### src/rtl/svcd_pkg.sv
`timescale 1ns / 1ps
// ----------------------------------------------------------------------------
// svcd_pkg
// Shared types and constants of the serial velocity command deframer.
// ----------------------------------------------------------------------------
package svcd_pkg;

   localparam int unsigned POS_W   = 4;
   localparam int unsigned BYTE_W  = 8;
   localparam int unsigned SPEED_W = 16;
   localparam int unsigned STAT_W  = 2;
   localparam int unsigned CSR_W   = 1;

   // frame layout
   localparam logic [POS_W-1:0] POS_HEADER      = 4'd0;
   localparam logic [POS_W-1:0] POS_FIRST_SPEED = 4'd3;
   localparam logic [POS_W-1:0] POS_LAST_SPEED  = 4'd8;
   localparam logic [POS_W-1:0] POS_CHECK       = 4'd9;
   localparam logic [POS_W-1:0] POS_TAIL        = 4'd10;
   localparam logic [POS_W-1:0] FRAME_LEN       = 4'd11;

   // frame status codes
   localparam logic [STAT_W-1:0] STAT_OK       = 2'd0;
   localparam logic [STAT_W-1:0] STAT_BAD_TAIL = 2'd1;
   localparam logic [STAT_W-1:0] STAT_BAD_SUM  = 2'd2;

   // register indexes
   localparam logic [CSR_W-1:0] CSR_HEADER = 1'd0;
   localparam logic [CSR_W-1:0] CSR_TAIL   = 1'd1;

   localparam logic [BYTE_W-1:0] HEADER_RESET = 8'd123;
   localparam logic [BYTE_W-1:0] TAIL_RESET   = 8'd125;

   localparam int unsigned CMD_DEPTH_DEFAULT = 4;

   // one classified frame byte handed from front to back
   typedef struct packed {
      logic [POS_W-1:0]  pos;
      logic [BYTE_W-1:0] data;
   } cmd_type;

endpackage

### src/rtl/serial_velocity_command_deframer.sv
`timescale 1ns / 1ps
// a frame result reaches the rsp_ ports via the command queue and the back's result register
// throughput: one word per cycle unless full; the front tags words, the queue feeds the back
// the back drains one word per cycle and stalls only on a tail word while the result is unread
// reset (synchronous, active high) empties both queues, returns to header hunt,
// and loads header 123 and tail 125
// ----------------------------------------------------------------------------
// serial_velocity_command_deframer
// Finds 11-byte velocity command frames in a serial byte stream and checks them.
// ----------------------------------------------------------------------------
module serial_velocity_command_deframer #(
   parameter int unsigned CMD_DEPTH = svcd_pkg::CMD_DEPTH_DEFAULT
) (
   input  logic                                clock,
   input  logic                                reset,
   // byte input, queue style
   input  logic                                push,
   output logic                                full,
   input  logic [svcd_pkg::BYTE_W-1:0]         req_rx_byte,
   input  logic                                req_startup_hold,
   // frame results, queue style
   output logic                                empty,
   input  logic                                pop,
   output logic [svcd_pkg::STAT_W-1:0]         rsp_frame_status,
   output logic signed [svcd_pkg::SPEED_W-1:0] rsp_target_x_mm_s,
   output logic signed [svcd_pkg::SPEED_W-1:0] rsp_target_y_mm_s,
   output logic signed [svcd_pkg::SPEED_W-1:0] rsp_target_z_mm_s,
   // register writes
   input  logic                                csr_we,
   input  logic [svcd_pkg::CSR_W-1:0]          csr_addr,
   input  logic [svcd_pkg::BYTE_W-1:0]         csr_wdata
);
   import svcd_pkg::*;

   // configuration registers
   logic [BYTE_W-1:0] header_ff, header_in;
   logic [BYTE_W-1:0] tail_ff, tail_in;

   // front to queue
   logic    accept;
   logic    cmd_push;
   cmd_type cmd_wr;

   // queue to back
   logic    cmd_valid;
   logic    cmd_pop;
   cmd_type cmd_rd;

   logic    rsp_valid;

   always_comb begin
      header_in = header_ff;
      tail_in   = tail_ff;
      if (csr_we) begin
         case (csr_addr)
            CSR_HEADER: header_in = csr_wdata;
            CSR_TAIL:   tail_in   = csr_wdata;
            default: ;
         endcase
      end
   end

   always_ff @(posedge clock) begin
      if (reset) begin
         header_ff <= HEADER_RESET;
         tail_ff   <= TAIL_RESET;
      end else begin
         header_ff <= header_in;
         tail_ff   <= tail_in;
      end
   end

   // a word is taken whenever the command queue has room
   assign accept = push && !full;

   svcd_front u_front (
      .clock        (clock),
      .reset        (reset),
      .accept       (accept),
      .rx_byte      (req_rx_byte),
      .startup_hold (req_startup_hold),
      .header_byte  (header_ff),
      .cmd_push     (cmd_push),
      .cmd          (cmd_wr)
   );

   // dropped and non-header hunt words never enter the queue
   svcd_cmd_fifo #(
      .DEPTH (CMD_DEPTH)
   ) u_cmd_fifo (
      .clock    (clock),
      .reset    (reset),
      .push     (cmd_push),
      .push_cmd (cmd_wr),
      .full     (full),
      .pop      (cmd_pop),
      .valid    (cmd_valid),
      .pop_cmd  (cmd_rd)
   );

   // back end holds the finished result; a pop frees it in the same cycle
   svcd_back u_back (
      .clock         (clock),
      .reset         (reset),
      .cmd_valid     (cmd_valid),
      .cmd           (cmd_rd),
      .cmd_pop       (cmd_pop),
      .tail_byte     (tail_ff),
      .rsp_valid     (rsp_valid),
      .rsp_take      (pop),
      .frame_status  (rsp_frame_status),
      .target_x_mm_s (rsp_target_x_mm_s),
      .target_y_mm_s (rsp_target_y_mm_s),
      .target_z_mm_s (rsp_target_z_mm_s)
   );

   assign empty = !rsp_valid;

endmodule

### src/rtl/svcd_front.sv
`timescale 1ns / 1ps
// ----------------------------------------------------------------------------
// svcd_front
// Tracks the frame position and tags each kept byte with it.
// ----------------------------------------------------------------------------
module svcd_front (
   input  logic                          clock,
   input  logic                          reset,
   input  logic                          accept,
   input  logic [svcd_pkg::BYTE_W-1:0]   rx_byte,
   input  logic                          startup_hold,
   input  logic [svcd_pkg::BYTE_W-1:0]   header_byte,
   output logic                          cmd_push,
   output svcd_pkg::cmd_type             cmd
);
   import svcd_pkg::*;

   logic [POS_W-1:0] pos_ff;
   logic [POS_W-1:0] pos_in;
   logic             hunting;

   assign hunting = (pos_ff == POS_HEADER) || (pos_ff >= FRAME_LEN);

   always_comb begin
      pos_in   = pos_ff;
      cmd_push = 1'b0;
      cmd.pos  = pos_ff;
      cmd.data = rx_byte;
      if (accept && !startup_hold) begin
         if (hunting) begin
            cmd.pos = POS_HEADER;
            if (rx_byte == header_byte) begin
               cmd_push = 1'b1;
               pos_in   = POS_HEADER + 4'd1;
            end else begin
               pos_in = POS_HEADER;
            end
         end else begin
            cmd_push = 1'b1;
            pos_in   = (pos_ff == POS_TAIL) ? POS_HEADER : pos_ff + 4'd1;
         end
      end
   end

   always_ff @(posedge clock) begin
      if (reset) begin
         pos_ff <= POS_HEADER;
      end else begin
         pos_ff <= pos_in;
      end
   end

endmodule

### src/rtl/svcd_cmd_fifo.sv
`timescale 1ns / 1ps
// ----------------------------------------------------------------------------
// svcd_cmd_fifo
// Short queue of tagged bytes between front and back.
// ----------------------------------------------------------------------------
module svcd_cmd_fifo #(
   parameter int unsigned DEPTH = svcd_pkg::CMD_DEPTH_DEFAULT
) (
   input  logic              clock,
   input  logic              reset,
   input  logic              push,
   input  svcd_pkg::cmd_type push_cmd,
   output logic              full,
   input  logic              pop,
   output logic              valid,
   output svcd_pkg::cmd_type pop_cmd
);
   import svcd_pkg::*;

   localparam int unsigned PTR_W = (DEPTH > 1) ? $clog2(DEPTH) : 1;
   localparam int unsigned CNT_W = $clog2(DEPTH + 1);

   cmd_type            mem_ff [DEPTH];
   logic [PTR_W-1:0]   wr_ptr_ff, wr_ptr_in;
   logic [PTR_W-1:0]   rd_ptr_ff, rd_ptr_in;
   logic [CNT_W-1:0]   count_ff, count_in;
   logic               do_push, do_pop;

   assign full    = (count_ff == CNT_W'(DEPTH));
   assign valid   = (count_ff != '0);
   assign do_push = push && !full;
   assign do_pop  = pop && valid;
   assign pop_cmd = mem_ff[rd_ptr_ff];

   always_comb begin
      wr_ptr_in = wr_ptr_ff;
      rd_ptr_in = rd_ptr_ff;
      count_in  = count_ff;
      if (do_push) begin
         wr_ptr_in = (wr_ptr_ff == PTR_W'(DEPTH - 1)) ? '0 : wr_ptr_ff + PTR_W'(1);
      end
      if (do_pop) begin
         rd_ptr_in = (rd_ptr_ff == PTR_W'(DEPTH - 1)) ? '0 : rd_ptr_ff + PTR_W'(1);
      end
      if (do_push && !do_pop) begin
         count_in = count_ff + CNT_W'(1);
      end else if (do_pop && !do_push) begin
         count_in = count_ff - CNT_W'(1);
      end
   end

   always_ff @(posedge clock) begin
      if (do_push) begin
         mem_ff[wr_ptr_ff] <= push_cmd;
      end
   end

   always_ff @(posedge clock) begin
      if (reset) begin
         wr_ptr_ff <= '0;
         rd_ptr_ff <= '0;
         count_ff  <= '0;
      end else begin
         wr_ptr_ff <= wr_ptr_in;
         rd_ptr_ff <= rd_ptr_in;
         count_ff  <= count_in;
      end
   end

endmodule

### src/rtl/svcd_back.sv
`timescale 1ns / 1ps
// ----------------------------------------------------------------------------
// svcd_back
// Runs checksum and speed assembly on tagged bytes, holds the result word.
// ----------------------------------------------------------------------------
module svcd_back (
   input  logic                                clock,
   input  logic                                reset,
   input  logic                                cmd_valid,
   input  svcd_pkg::cmd_type                   cmd,
   output logic                                cmd_pop,
   input  logic [svcd_pkg::BYTE_W-1:0]         tail_byte,
   output logic                                rsp_valid,
   input  logic                                rsp_take,
   output logic [svcd_pkg::STAT_W-1:0]         frame_status,
   output logic signed [svcd_pkg::SPEED_W-1:0] target_x_mm_s,
   output logic signed [svcd_pkg::SPEED_W-1:0] target_y_mm_s,
   output logic signed [svcd_pkg::SPEED_W-1:0] target_z_mm_s
);
   import svcd_pkg::*;

   logic [BYTE_W-1:0]  xor_ff, xor_in;
   logic               match_ff, match_in;
   logic [SPEED_W-1:0] spd_x_ff, spd_y_ff, spd_z_ff;
   logic [SPEED_W-1:0] spd_x_in, spd_y_in, spd_z_in;
   logic               out_valid_ff, out_valid_in;
   logic [STAT_W-1:0]  stat_ff, stat_in;
   logic [SPEED_W-1:0] out_x_ff, out_y_ff, out_z_ff;
   logic [SPEED_W-1:0] out_x_in, out_y_in, out_z_in;
   logic               is_tail;
   logic               slot_free;

   assign is_tail   = (cmd.pos == POS_TAIL);
   assign slot_free = !out_valid_ff || rsp_take;
   // only the tail byte needs room in the result register
   assign cmd_pop   = cmd_valid && (!is_tail || slot_free);

   always_comb begin
      xor_in       = xor_ff;
      match_in     = match_ff;
      spd_x_in     = spd_x_ff;
      spd_y_in     = spd_y_ff;
      spd_z_in     = spd_z_ff;
      out_valid_in = out_valid_ff && !rsp_take;
      stat_in      = stat_ff;
      out_x_in     = out_x_ff;
      out_y_in     = out_y_ff;
      out_z_in     = out_z_ff;
      if (cmd_pop) begin
         unique case (cmd.pos) inside
            POS_HEADER: begin
               xor_in   = cmd.data;
               match_in = 1'b0;
            end
            4'd1, 4'd2: xor_in = xor_ff ^ cmd.data;
            4'd3: begin
               xor_in   = xor_ff ^ cmd.data;
               spd_x_in = {cmd.data, spd_x_ff[7:0]};
            end
            4'd4: begin
               xor_in   = xor_ff ^ cmd.data;
               spd_x_in = {spd_x_ff[15:8], cmd.data};
            end
            4'd5: begin
               xor_in   = xor_ff ^ cmd.data;
               spd_y_in = {cmd.data, spd_y_ff[7:0]};
            end
            4'd6: begin
               xor_in   = xor_ff ^ cmd.data;
               spd_y_in = {spd_y_ff[15:8], cmd.data};
            end
            4'd7: begin
               xor_in   = xor_ff ^ cmd.data;
               spd_z_in = {cmd.data, spd_z_ff[7:0]};
            end
            POS_LAST_SPEED: begin
               xor_in   = xor_ff ^ cmd.data;
               spd_z_in = {spd_z_ff[15:8], cmd.data};
            end
            POS_CHECK: match_in = (cmd.data == xor_ff);
            POS_TAIL: begin
               out_valid_in = 1'b1;
               if (cmd.data != tail_byte) begin
                  stat_in = STAT_BAD_TAIL;
               end else if (!match_ff) begin
                  stat_in = STAT_BAD_SUM;
               end else begin
                  stat_in = STAT_OK;
               end
               if (cmd.data == tail_byte && match_ff) begin
                  out_x_in = spd_x_ff;
                  out_y_in = spd_y_ff;
                  out_z_in = spd_z_ff;
               end else begin
                  out_x_in = '0;
                  out_y_in = '0;
                  out_z_in = '0;
               end
            end
            default: ;
         endcase
      end
   end

   always_ff @(posedge clock) begin
      spd_x_ff <= spd_x_in;
      spd_y_ff <= spd_y_in;
      spd_z_ff <= spd_z_in;
      stat_ff  <= stat_in;
      out_x_ff <= out_x_in;
      out_y_ff <= out_y_in;
      out_z_ff <= out_z_in;
   end

   always_ff @(posedge clock) begin
      if (reset) begin
         xor_ff       <= '0;
         match_ff     <= 1'b0;
         out_valid_ff <= 1'b0;
      end else begin
         xor_ff       <= xor_in;
         match_ff     <= match_in;
         out_valid_ff <= out_valid_in;
      end
   end

   assign rsp_valid     = out_valid_ff;
   assign frame_status  = stat_ff;
   assign target_x_mm_s = out_x_ff;
   assign target_y_mm_s = out_y_ff;
   assign target_z_mm_s = out_z_ff;

endmodule
### config.mk
export PLATFORM = sky130hd
export DESIGN_NAME = serial_velocity_command_deframer
export DESIGN_NICKNAME = d
export VERILOG_FILES = /design/src/rtl/svcd_pkg.sv /design/src/rtl/serial_velocity_command_deframer.sv /design/src/rtl/svcd_front.sv /design/src/rtl/svcd_cmd_fifo.sv /design/src/rtl/svcd_back.sv
export SDC_FILE = /design/constraint.sdc
export NUM_CORES = 1
export LEC_CHECK = 0
export BUFFER_PORTS_ARGS = -buffer_cell sky130_fd_sc_hd__buf_2
export CAP_MARGIN = 20
export CORE_MARGIN = 2
export CORE_UTILIZATION = 38
export CTS_CLUSTER_SIZE = 25
export DETAILED_ROUTE_END_ITERATION = 7
export PLACE_DENSITY = 0.55
export SKIP_LAST_GASP = 1
export SLEW_MARGIN = 20
export SYNTH_ARGS = -nofsm -noshare
export SYNTH_HDL_FRONTEND = slang
export SYNTH_SLANG_ARGS = --single-unit
### constraint.sdc
create_clock -name clock -period 5.6 [get_ports clock]
set_input_delay 1.12 -clock clock [delete_from_list [all_inputs] [get_ports clock]]
set_output_delay 1.12 -clock clock [all_outputs]
set_load 0.01 [all_outputs]
==> results_dict.tcl <==
set metrics [dict create \
    die_x_um 147 \
    syn_area_um2 7730 \
    yosysSeqAreaShare_pct 66.9 \
    rows 52 \
    ys_types 53 \
    start_kind "flip-flop" \
    maxSlewViolCount 0 \
    min_period_ns 3.57 \
    p_comb_share_pct 25.2 \
    cts_buffers 17 \
    die_area_um2 21500 \
    fin_crit_sh_pct 63.7 \
    yosysMostFrequentCell "edfxtp_1" \
    p_clk_share_pct 31.1 \
    cts_resized 0 \
    cts_buffer_depth 2 \
    timing.hold.ws_ns 0.483 \
    yosys_warnings 0 \
    worstMarginPinSlew_ns 1.02 \
    synth_area_leaders "edfxtp_1 (57%), dfxtp_1 (10%), and2_1 (4.0%)" \
    status "finished clean" \
    grt_overflow 0 \
    min-delay-start "tail_ff[7]$_SDFFE_PP0P_" \
    synthTopCellsByCount "edfxtp_1 (146), nor2_1 (67), and2_1 (49)" \
    syn_to_final_growth_pct 15.8 \
    viasPerCell 4.93 \
    fp.dieH_um 147 \
    start_util_pct 38.4 \
    design_area_um2 8950 \
    placed_cell_area_um2 8350 \
    p_seq_share_pct 43.7 \
    grt_pass1_wl_um 23900 \
    min_to "tail_ff[7]$_SDFFE_PP0P_" \
    total_power_mw 3.80 \
    critical_path_buf_inv_count 4 \
    path_delay_family "buffers and inverters" \
    core-area_um2 20100 \
    place_congestion 0.779 \
    ios 75 \
    grt_pass1_vias 4429 \
    hold_viol 0 \
    post_cts_buffers 0 \
    grt_max_degree 51 \
    ys_seq_elements 185 \
    swShare_pct 31.7 \
    clk_pin_slew_ns 0.07 \
    root_buffer "clkbuf_16" \
    cap_violations 0 \
    crit_required_ns 5.96 \
    fin_tns_setup_ns 0 \
    synth_cells 572 \
    wl_per_cell_um 16.4 \
    synth_fp_nets 602 \
    clock_skew_ns 0.0113 \
    drc 0 \
    h-tree-depth 4 \
    arrival_ns 3.92 \
    crit_type "reg2reg" \
    synthFlopType "edfxtp_1" \
    min_path_cells 2 \
    slowest_delay_ns 0.65 \
    cellInternalPower_mw 2.60 \
    hpwl_um 10400 \
    slew_headroom_pct 31.8 \
    drive_above_1_share_pct 22.8 \
    cts_num_sinks 185 \
    syn_avg_cell_area_um2 13.5 \
    ant_nets 0 \
    synth_edf_count 146 \
    groute.usage.overall_pct 14.5 \
    drtPass1Iterations 4 \
    io_buffers 74 \
    wl_um 15100 \
    worst-path-max-fanout 28 \
    p_sw_mw 1.20 \
    synth.largest_area_cell "edfxtp_1" \
    r2r-end "u_cmd_fifo.count_ff[2]$_SDFFE_PP0P_" \
    hp-class "reg2reg" \
    rsz0062_at_grt "no" \
    cp_cell_sequence "buf_4 > mux4_2 > nor4bb_1 > a31oi_1 > buf_4 > inv_1 > ha_1 > inv_1 > fa_1 > xor2_1 > or3_1 > a21oi_1" \
    antenna_found_initial 0 \
    nNetsFinal 670 \
    final_util_pct 44.5 \
    drtIter0Drc 246 \
    ff2ff_setup_slack_ns 2.03 \
    synthArstFlopShare_pct 0 \
    fmax_mhz 280 \
    synth_top_area_share_pct 56.7 \
    critPathCaptureType "flip-flop" \
    diodes 0 \
    rr_worst_depth 12 \
    routed-via-count 4546 \
    crit_path_top_delay_cell "mux4_2" \
    cts_tree "done" \
    p_leak_nw 3.15 \
    worst_ir_drop_vdd_mv 0.293 \
    insertion_delay_ns 0.44 \
    cts_hold_buf 0 \
    setup_violations 0 \
    cellPowerDensity_nw_per_um2 425 \
]
per-layer routing:
layer / vias to the layer above / track usage, % / part of all wire (%)
li1: 2213 / - / -
met1: 2190 / 19.3 / 45
met2: 122 / 22.9 / 48
met3: 21 / 3.53 / 4.3
met4: 0 / 6.21 / 1.9
met5: - / 0 / 0
flip-flops by register name, indices dropped and copies added, names as in the netlist, named ones only:
| name | cells |
|---|---|
| u_back.match_ff | 1 |
| tail_ff | 8 |
| u_front.pos_ff | 4 |
| u_back.spd_z_ff | 16 |
| u_cmd_fifo.rd_ptr_ff | 2 |
| u_back.spd_x_ff | 16 |
| u_cmd_fifo.count_ff | 3 |
| u_cmd_fifo.wr_ptr_ff | 2 |
| u_back.target_z_mm_s | 16 |
| u_back.frame_status | 2 |
| header_ff | 8 |
| u_cmd_fifo.mem_ff | 48 |
| u_back.rsp_valid | 1 |
| u_back.xor_ff | 8 |
| u_back.target_y_mm_s | 16 |
| u_back.spd_y_ff | 16 |
| u_back.target_x_mm_s | 16 |
cell type report:
class	count	area, µm²
well taps	270	338
clock buffers	18	429
clock inverters	14	151
inverters	7	26.3
multi-input cells	350	2420
repair buffers	79	415
flip-flops and latches	185	5160
fillers	1821	11200
worst register-to-register path: stages (launching register included):
cell and delay (ns):
dfxtp_1 0.32, buf_4 0.34, mux4_2 0.65, nor4bb_1 0.40, a31oi_1 0.13, buf_4 0.24, inv_1 0.17, ha_1 0.21
inv_1 0.06, fa_1 0.37, xor2_1 0.18, or3_1 0.30, a21oi_1 0.14
cells in the final DEF, fill, tap and decap left out, types with 3 or more instances in the layout:
cell type    n
edfxtp_1   146
inv_6        8
a31oi_1      3
buf_2       74
a21oi_1     19
nor4_1       3
o22ai_1      8
nand3b_1     7
inv_1        7
dfxtp_1     39
and3_1      10
o21a_1       3
clkbuf_16   17
or2_2        5
xnor2_1     10
nor2_1      67
buf_4        4
nor3_1       6
ha_1         6
o21ai_1      7
and2_1      49
mux2_2       8
nand2_1     40
nand3_1      5
nor3_2       3
mux2i_1     11
nand2b_1     5
o21ai_0      7
mux4_2      10
xor2_1      17
a211oi_2     8
a211o_1      7
metrics by stage:
step | cells | setup slack [ns]
after floorplan | 572 | 1.33
after global placement | 890 | 2.03
after detailed placement | 891 | 1.99
after CTS | 923 | 2.01
after global routing | 923 | 1.72
final | 923 | 2.03
worst max-delay path by stage:
stage / from / end / cells past startpoint
floorplan: flip-flop / u_back.frame_status[0]$_SDFFCE_PP1P_ / 7
global placement: req_rx_byte[2] / u_cmd_fifo.count_ff[2]$_SDFFE_PP0P_ / 11
detailed placement: req_rx_byte[2] / u_cmd_fifo.count_ff[2]$_SDFFE_PP0P_ / 11
CTS: flip-flop / u_cmd_fifo.count_ff[2]$_SDFFE_PP0P_ / 12
global route: flip-flop / u_cmd_fifo.count_ff[2]$_SDFFE_PP0P_ / 12
finish: flip-flop / u_cmd_fifo.count_ff[2]$_SDFFE_PP0P_ / 12
kinds of logic after synthesis:
kind of cell	share of synthesized area (%)
buf+inv	2.23
simple gates	14.3
compound gates	6.15
xor+xnor	3.06
flops	66.9
fa+ha+maj	1.23
mux	6.19
power groups by stage:
stage / registers (mW) / clock network [mW] / logic (mW)
2_1_floorplan: 1.70 / 0 / 0.714
3_3_place_gp: 1.69 / 0 / 0.928
3_5_place_dp: 1.69 / 0 / 0.959
4_1_cts: 1.66 / 1.20 / 0.964
5_1_grt: 1.67 / 1.25 / 1.05
6_report: 1.66 / 1.18 / 0.958
(Power assumes the default switching activity.)
